File: src/rtl/obb_pkg.sv
// ----------------------------------------------------------------------------
// obb_pkg
// Shared types and constants for the oriented box overlap tester.
// ----------------------------------------------------------------------------
package obb_pkg;

  // Digit width of the shared multiplier; one digit is retired per cycle.
  localparam int DIGIT_W = 8;

  // Row codes inside a box; the box itself is the top opcode bit.
  localparam logic [1:0] ROW_LAST   = 2'd2;
  localparam logic [1:0] ROW_CENTER = 2'd3;
  localparam logic       BOX_A      = 1'b0;
  localparam logic       BOX_B      = 1'b1;

  typedef enum logic [6:0] {
    ST_IDLE  = 7'b0000001,
    ST_AXIS  = 7'b0000010,
    ST_CROSS = 7'b0000100,
    ST_DIST  = 7'b0001000,
    ST_PROJ  = 7'b0010000,
    ST_EXT   = 7'b0100000,
    ST_CMP   = 7'b1000000
  } state_t;

  // Sub-steps of one multiply: wait for read data, launch, run.
  typedef enum logic [2:0] {
    PH_WAIT = 3'b001,
    PH_GO   = 3'b010,
    PH_RUN  = 3'b100
  } phase_t;

  // Cyclic successor and predecessor of a vector component index.
  function automatic logic [1:0] next_comp(input logic [1:0] c);
    logic [1:0] r;
    case (c)
      2'd0:    r = 2'd1;
      2'd1:    r = 2'd2;
      default: r = 2'd0;
    endcase
    return r;
  endfunction

  function automatic logic [1:0] prev_comp(input logic [1:0] c);
    logic [1:0] r;
    case (c)
      2'd1:    r = 2'd0;
      2'd2:    r = 2'd1;
      default: r = 2'd2;
    endcase
    return r;
  endfunction

endpackage

File: src/rtl/obb_mac.sv
// ----------------------------------------------------------------------------
// obb_mac
// Digit-serial signed multiplier: wide operand times narrow operand, one
// digit of the narrow operand per cycle, sign applied at the end.
// ----------------------------------------------------------------------------
module obb_mac #(
  parameter int A_W = 100,
  parameter int B_W = 33
) (
  input  logic                         clk,
  input  logic                         rst_n,
  input  logic                         start,
  input  logic signed [A_W-1:0]        a,
  input  logic signed [B_W-1:0]        b,
  output logic                         done,
  output logic signed [A_W+B_W-1:0]    prod
);

  localparam int P_W  = A_W + B_W;
  localparam int DIG  = obb_pkg::DIGIT_W;
  localparam int NDIG = (B_W + DIG - 1) / DIG;
  localparam int BW   = NDIG * DIG;
  localparam int CW   = $clog2(NDIG + 1);

  logic [A_W-1:0]        am_r;
  logic [BW-1:0]         bm_r;
  logic                  neg_r;
  logic [P_W-1:0]        sum_r;
  logic [CW-1:0]         cnt_r;
  logic                  run_r;
  logic                  done_r;
  logic signed [P_W-1:0] prod_r;

  logic [A_W-1:0]     a_mag;
  logic [B_W-1:0]     b_mag;
  logic [A_W+DIG-1:0] part;
  logic [P_W-1:0]     sum_nxt;
  logic               last;

  assign a_mag   = a[A_W-1] ? A_W'(-a) : A_W'(a);
  assign b_mag   = b[B_W-1] ? B_W'(-b) : B_W'(b);
  assign part    = am_r * bm_r[BW-1 -: DIG];
  assign sum_nxt = (sum_r << DIG) + P_W'(part);
  assign last    = (cnt_r == CW'(NDIG - 1));

  always_ff @(posedge clk) begin
    if (!rst_n) begin
      run_r  <= 1'b0;
      done_r <= 1'b0;
      cnt_r  <= '0;
    end else begin
      done_r <= 1'b0;
      if (start) begin
        run_r <= 1'b1;
        cnt_r <= '0;
      end else if (run_r) begin
        cnt_r <= cnt_r + CW'(1);
        if (last) begin
          run_r  <= 1'b0;
          done_r <= 1'b1;
        end
      end
    end
  end

  always_ff @(posedge clk) begin
    if (start) begin
      am_r  <= a_mag;
      bm_r  <= BW'(b_mag);
      neg_r <= a[A_W-1] ^ b[B_W-1];
      sum_r <= '0;
    end else if (run_r) begin
      sum_r <= sum_nxt;
      bm_r  <= bm_r << DIG;
      if (last) begin
        prod_r <= neg_r ? -$signed(sum_nxt) : $signed(sum_nxt);
      end
    end
  end

  assign done = done_r;
  assign prod = prod_r;

endmodule

File: config.mk
export PLATFORM = sky130hd
export DESIGN_NAME = obb_mac
export DESIGN_NICKNAME = d
export VERILOG_FILES = /design/src/rtl/obb_pkg.sv /design/src/rtl/obb_mac.sv
export SDC_FILE = /design/constraint.sdc
export NUM_CORES = 2
export LEC_CHECK = 0
export BUFFER_PORTS_ARGS = -buffer_cell sky130_fd_sc_hd__buf_4
export CAP_MARGIN = 25
export CELL_PAD_IN_SITES_DETAIL_PLACEMENT = 1
export CELL_PAD_IN_SITES_GLOBAL_PLACEMENT = 2
export CORE_MARGIN = 8
export CORE_UTILIZATION = 35
export CTS_CLUSTER_SIZE = 16
export DETAILED_ROUTE_END_ITERATION = 16
export PLACE_DENSITY_LB_ADDON = 0.2
export SETUP_SLACK_MARGIN = 0.5
export SKIP_CTS_REPAIR_TIMING = 1
export SLEW_MARGIN = 20
export SYNTH_ARGS = -nofsm -noshare
export SYNTH_HDL_FRONTEND = slang
export SYNTH_SLANG_ARGS = --single-unit
File: constraint.sdc
create_clock -name clk -period 17.95 [get_ports clk]
set_input_delay 3.59 -clock clk [delete_from_list [all_inputs] [get_ports clk]]
set_output_delay 3.59 -clock clk [all_outputs]
set_load 0.05 [all_outputs]
# == Word-level counts from Yosys, hierarchy flattened ==
# Cells that the tools add are included.
# word_totals
ff_bits,404
output_inout_bits,134
wordCells,34
# classes
add_sub_neg,5
mul,1
eq_ne,1
muxes,9
bitwise_logic,4
n_reduce_logical,4
# ops
cell,n
133-bit by 108-bit adder with 133-bit output,1
133-bit 2-to-1 mux,1
133-bit negation,1
100-bit by 8-bit multiplier with 108-bit output,1
100-bit negation,1
33-bit 2-to-1 mux,3
99-bit 2-to-1 mux,1
33-bit negation,1
1-bit 2-to-1 mux,4
3-bit by 1-bit adder with 3-bit output (second input constant),1
3-bit equality test (second input constant),1
1-bit NOT,3
3-bit AND reduction,1
3-bit OR reduction,1
2-bit nonzero test,1
2-bit OR reduction,1
1-bit XOR,1

# == Depth between registers and ports, before layout ==
# depth
depth_word,4
mapped_depth,28
mapped_depth_nobuf,22

# == Worst setup path before layout ==
# OpenSTA, ideal clock, no wires.
# synth_timing
path_type,in2reg
from,input port start
to,"register prod_r[0], in the netlist prod[0] (enable)"
arrival_ns,13.488
required_time_ns,17.133
setup_slack_ns,3.645
path_stages,2
cell_sequence,clkbuf_1 -> nor3b_1
# synth_between
elab_chain_cells,2
# synth_lines
item,line,source
start: declaration,obb_mac.sv:12,"input logic start,"
1-bit NOT (no source line),-,
3-bit AND reduction (no source line),-,
end signal: assignment,obb_mac.sv:76,prod_r <= neg_r ? -$signed(sum_nxt) : $signed(sum_nxt);
end: declaration,obb_mac.sv:32,logic signed [P_W-1:0] prod_r;
# No other way between the ends.
# A chain may end at the register's enable or synchronous reset.

# == Worst setup path in the final report ==
# layout_timing
from,register bm_r[38]
to,"register prod_r[113], in the netlist prod[113] (data pin)"
# layout_between
elab_chain_cells,4
# layout_lines
item,line,source
start: declaration,obb_mac.sv:26,logic [BW-1:0] bm_r;
start signal: assignment,obb_mac.sv:69,bm_r <= BW'(b_mag);
start signal: assignment,obb_mac.sv:74,bm_r <= bm_r << DIG;
100-bit by 8-bit multiplier with 108-bit output *,obb_mac.sv:42,assign part = am_r * bm_r[BW-1 -: DIG];
133-bit by 108-bit adder with 133-bit output *,obb_mac.sv:43,assign sum_nxt = (sum_r << DIG) + P_W'(part);
133-bit negation,obb_mac.sv:76,
133-bit 2-to-1 mux *,obb_mac.sv:76,
# Mark *: on every way between the ends. The rest lies on a longest branch, timed or not.

==> results.py <==
metrics = {
    "outcome": {
        "status": "complete, no violations",
    },
    "worst_setup_path": {
        "cp_cell_sequence": "buf_4 > buf_4 > and2_1 > fa_1 > fa_1 > fa_1 > inv_1 > fa_1 > inv_1 > ha_1 > nand4_1 > nor4_1 > clkbuf_2 > nand3_1 > a311o_1 > nand3b_1 > xor2_1 > buf_4 > a2111oi_2 > nand2_1 > nor4_2 > nand4_1 > o41ai_1 > xnor2_1",
        "rr_startpoint": "bm_r[38]$_SDFFE_PP0P_",
        "rr_endpoint": "prod[113]$_DFFE_PP_",
        "crit_top_cell": "fa_1",
        "r2r_cells": 24,
        "cp_slowest_cell": "nor4_2",
        "required_ps": 18330,
        "max_stage_delay_ps": 860,
        "r2r_slack_ps": 7700,
        "cp-start-kind": "flip-flop",
        "criticalPathCategory": "flip-flop to flip-flop",
        "cp-end-kind": "flip-flop",
        "arrival_ps": 10640,
        "crit_fanout": 75,
    },
    "hold_path": {
        "holdPathStages": 2,
        "min_to": "sum_r[3]$_SDFFE_PP0P_",
        "hold_start": "sum_r[3]$_SDFFE_PP0P_",
        "hold_class": "flip-flop to flip-flop",
    },
    "timing": {
        "setup_viol": 0,
        "hold_viol": 0,
        "fin_crit_sh": 0.571,
        "timing.fmax_ghz": 0.0975,
        "slew_viol_final": 0,
        "tns_ps": 0,
        "setup_slack_ps": 7700,
        "period_needed_ps": 10250,
        "holdWs_ps": 489,
        "worstMarginPinSlew_ps": 1130,
        "slew_headroom": 0.245,
        "rsz0062_at_grt": "no",
        "final.setup_skew_ps": 28.1,
    },
    "synth": {
        "synthArstFlopShare": 0,
        "synth_edf_count": 267,
        "synth_compound_area_frac": 0.128,
        "synthMuxAreaShare": 0.0269,
        "synth_adder_area_share": 0.292,
        "yosysSeqAreaShare": 0.202,
        "yosys_warnings": 0,
        "ys.flop_type": "edfxtp_1",
        "syn_nets": 6954,
        "synth_xor_area_frac": 0.0514,
        "synthCells": 5990,
        "netlist_area_sq_um": 53100,
        "synth_top_family_by_area": "adder cells",
        "yosysUniqueCellTypes": 108,
        "synthSimpleGateAreaFrac": 0.222,
        "synth.avg_cell_area_sq_um": 8.87,
        "ys_ff_latch": 404,
    },
    "detailed_routing": {
        "wl_microns": 222000,
        "drt_iter0_drc": 2824,
        "via_per_inst": 5.53,
        "postRouteAntennaNets": 0,
        "route.detailed.drc": 0,
        "num_vias": 45241,
        "drt-wirelength-per-cell_microns": 27.1,
        "first_pass_iters": 6,
    },
    "global_route": {
        "grt_overflow": 0,
        "grt_max_degree": 154,
        "grt_usage": 0.266,
        "antenna_found_initial": 3,
        "grt_pass1_wl_microns": 331000,
        "grt_pass1_vias": 48964,
    },
    "cells_and_area": {
        "nNetsFinal": 7070,
        "n_fill_cell": 17637,
        "area_growth_pct": 11.0,
        "drive_gt1_frac": 0.0880,
    },
    "clock_network": {
        "clock_path_buffers": 3,
        "cts.sinks": 404,
        "cts-root-buf": "clkbuf_16",
        "tritoncts": "yes",
        "path_clk_slew_ps": 60,
        "cts_made_buffers": 53,
        "clk_latency_ps": 670,
        "cts-htree-levels": 2,
    },
    "placed_design": {
        "hpwl_microns": 185000,
        "globalplace.congestion": 0.980,
        "port_buffers": 269,
        "dp_slack_ps": 7640,
    },
    "job": {
        "cap_violations": 0,
    },
    "die": {
        "core-area_sq_um": 151000,
        "die_x_microns": 406,
        "die-area_sq_um": 165000,
        "initial_core_util": 0.351,
        "ios": 270,
        "die-height_microns": 406,
        "rows": 143,
    },
    "power": {
        "power_leakage_nw": 25.0,
        "vdd_drop_max_v": 0.000134,
        "powerDensity_nw_per_um2": 197,
    },
}
[cells in the final DEF, fill, tap and decap left out, types with 33 or more instances in the layout]
cell type / netlist / final
inv_1: 794 / 794
fa_1: 687 / 687
and2_1: 648 / 648
nand2_1: 554 / 554
nor2_1: 378 / 378
buf_4: 3 / 331
edfxtp_1: 267 / 267
xnor2_1: 244 / 243
a21oi_1: 230 / 230
o21ai_0: 215 / 215
ha_1: 141 / 141
dfxtp_1: 137 / 129
mux2i_1: 127 / 127
nand4_1: 124 / 124
nor3_1: 88 / 87
o31ai_1: 86 / 86
nand3_1: 85 / 85
or3_1: 78 / 78
xor2_1: 66 / 66
clkbuf_16: 0 / 54
nor4_1: 46 / 46
or4_1: 45 / 45
o41ai_1: 40 / 39
a21o_1: 38 / 38
and4_1: 37 / 37
o211ai_1: 36 / 36
a211oi_1: 34 / 33
[cell type report]
class | count | area, sq um | share of cell area
multi-input cells | 4514 | 38300 | 0.650
flip-flops and latches | 404 | 10800 | 0.183
inverters | 794 | 2980 | 0.0505
repair buffers | 339 | 2560 | 0.0434
well taps | 2030 | 2540 | 0.0431
clock buffers | 69 | 1420 | 0.0240
clock inverters | 29 | 387 | 0.00655
diodes | 1 | 2.50 | 0.0000424
[per-layer routing]
metal | track usage | part of all wire | vias to the layer above
li1 | - | - | 20361
met1 | 0.326 | 0.41 | 23496
met2 | 0.469 | 0.50 | 1024
met3 | 0.0259 | 0.037 | 358
met4 | 0.127 | 0.057 | 2
met5 | 0 | 0.000059 | -
[logic make-up (layout without fill, tap and decap cells)]
family          count (synthesis)  count (layout)
xor+xnor                      311             311
compound gates                999             999
flops                         404             404
mux                           141             141
fa+ha+maj                     828             828
buf+inv                      1072            1231
other cells                     0               1
simple gates                 2235            2235
[power breakdown]
group	internal [mW]	switching, mW
sequential	1.28	0.163
clock	0.673	0.464
combinational	2.66	6.37
total	4.61	7.00
[metrics by stage]
stage / std cells / instance area (sq um) / power, mW / util
after floorplan: 5990 / 53100 / 6.68 / -
after global placement: 8075 / 57100 / 10.3 / 0.377
after detailed placement: 8078 / 57200 / 10.4 / 0.378
after CTS: 8176 / 59000 / 11.6 / 0.390
after global routing: 8179 / 59000 / 12.3 / 0.390
final: 8180 / 59000 / 11.6 / 0.390
[worst max-delay path by stage]
stage	startpoint	end	slack (ps)	cells past startpoint
4_1_cts	bm_r[34]$_SDFFE_PP0P_	prod[113]$_DFFE_PP_	7620	22
6_report	bm_r[38]$_SDFFE_PP0P_	prod[113]$_DFFE_PP_	7700	24
5_1_grt	bm_r[38]$_SDFFE_PP0P_	prod[127]$_DFFE_PP_	7240	24
2_1_floorplan	start	prod[0]$_DFFE_PP_	3650	2
3_3_place_gp	bm_r[38]$_SDFFE_PP0P_	prod[113]$_DFFE_PP_	7710	23
3_5_place_dp	bm_r[34]$_SDFFE_PP0P_	prod[113]$_DFFE_PP_	7640	22
[flip-flops by register name (all words and copies together), names as in the netlist]
name,cells
prod,133
sum_r,125
am_r,100
bm_r,40
cnt_r,3
done,1
neg_r,1
run_r,1
[cells in the mapped netlist (85+ instances only)]
cell        n  share of area
inv_1     794          0.056
a21oi_1   230          0.022
nand4_1   124          0.015
o21ai_0   215          0.020
nand3_1    85         0.0080
edfxtp_1  267           0.15
xnor2_1   244          0.040
fa_1      687           0.26
and2_1    648          0.076
ha_1      141          0.033
nor2_1    378          0.027
o31ai_1    86          0.012
mux2i_1   127          0.024
nor3_1     88         0.0083
clkbuf_1  218          0.015
dfxtp_1   137          0.052
nand2_1   554          0.039
[worst max-delay path: cells and delay by family, from the launching register on]
| family | cells | cell delay (ps) |
|---|---|---|
| XOR/XNOR | 2 | 240 |
| buffers and inverters | 6 | 1620 |
| flip-flops | 1 | 320 |
| adder cells (fa/ha/maj) | 5 | 2680 |
| AND/OR/NAND/NOR | 8 | 3470 |
| AO/OA/AOI/OAI | 3 | 1500 |
(Power assumes the default switching activity.)
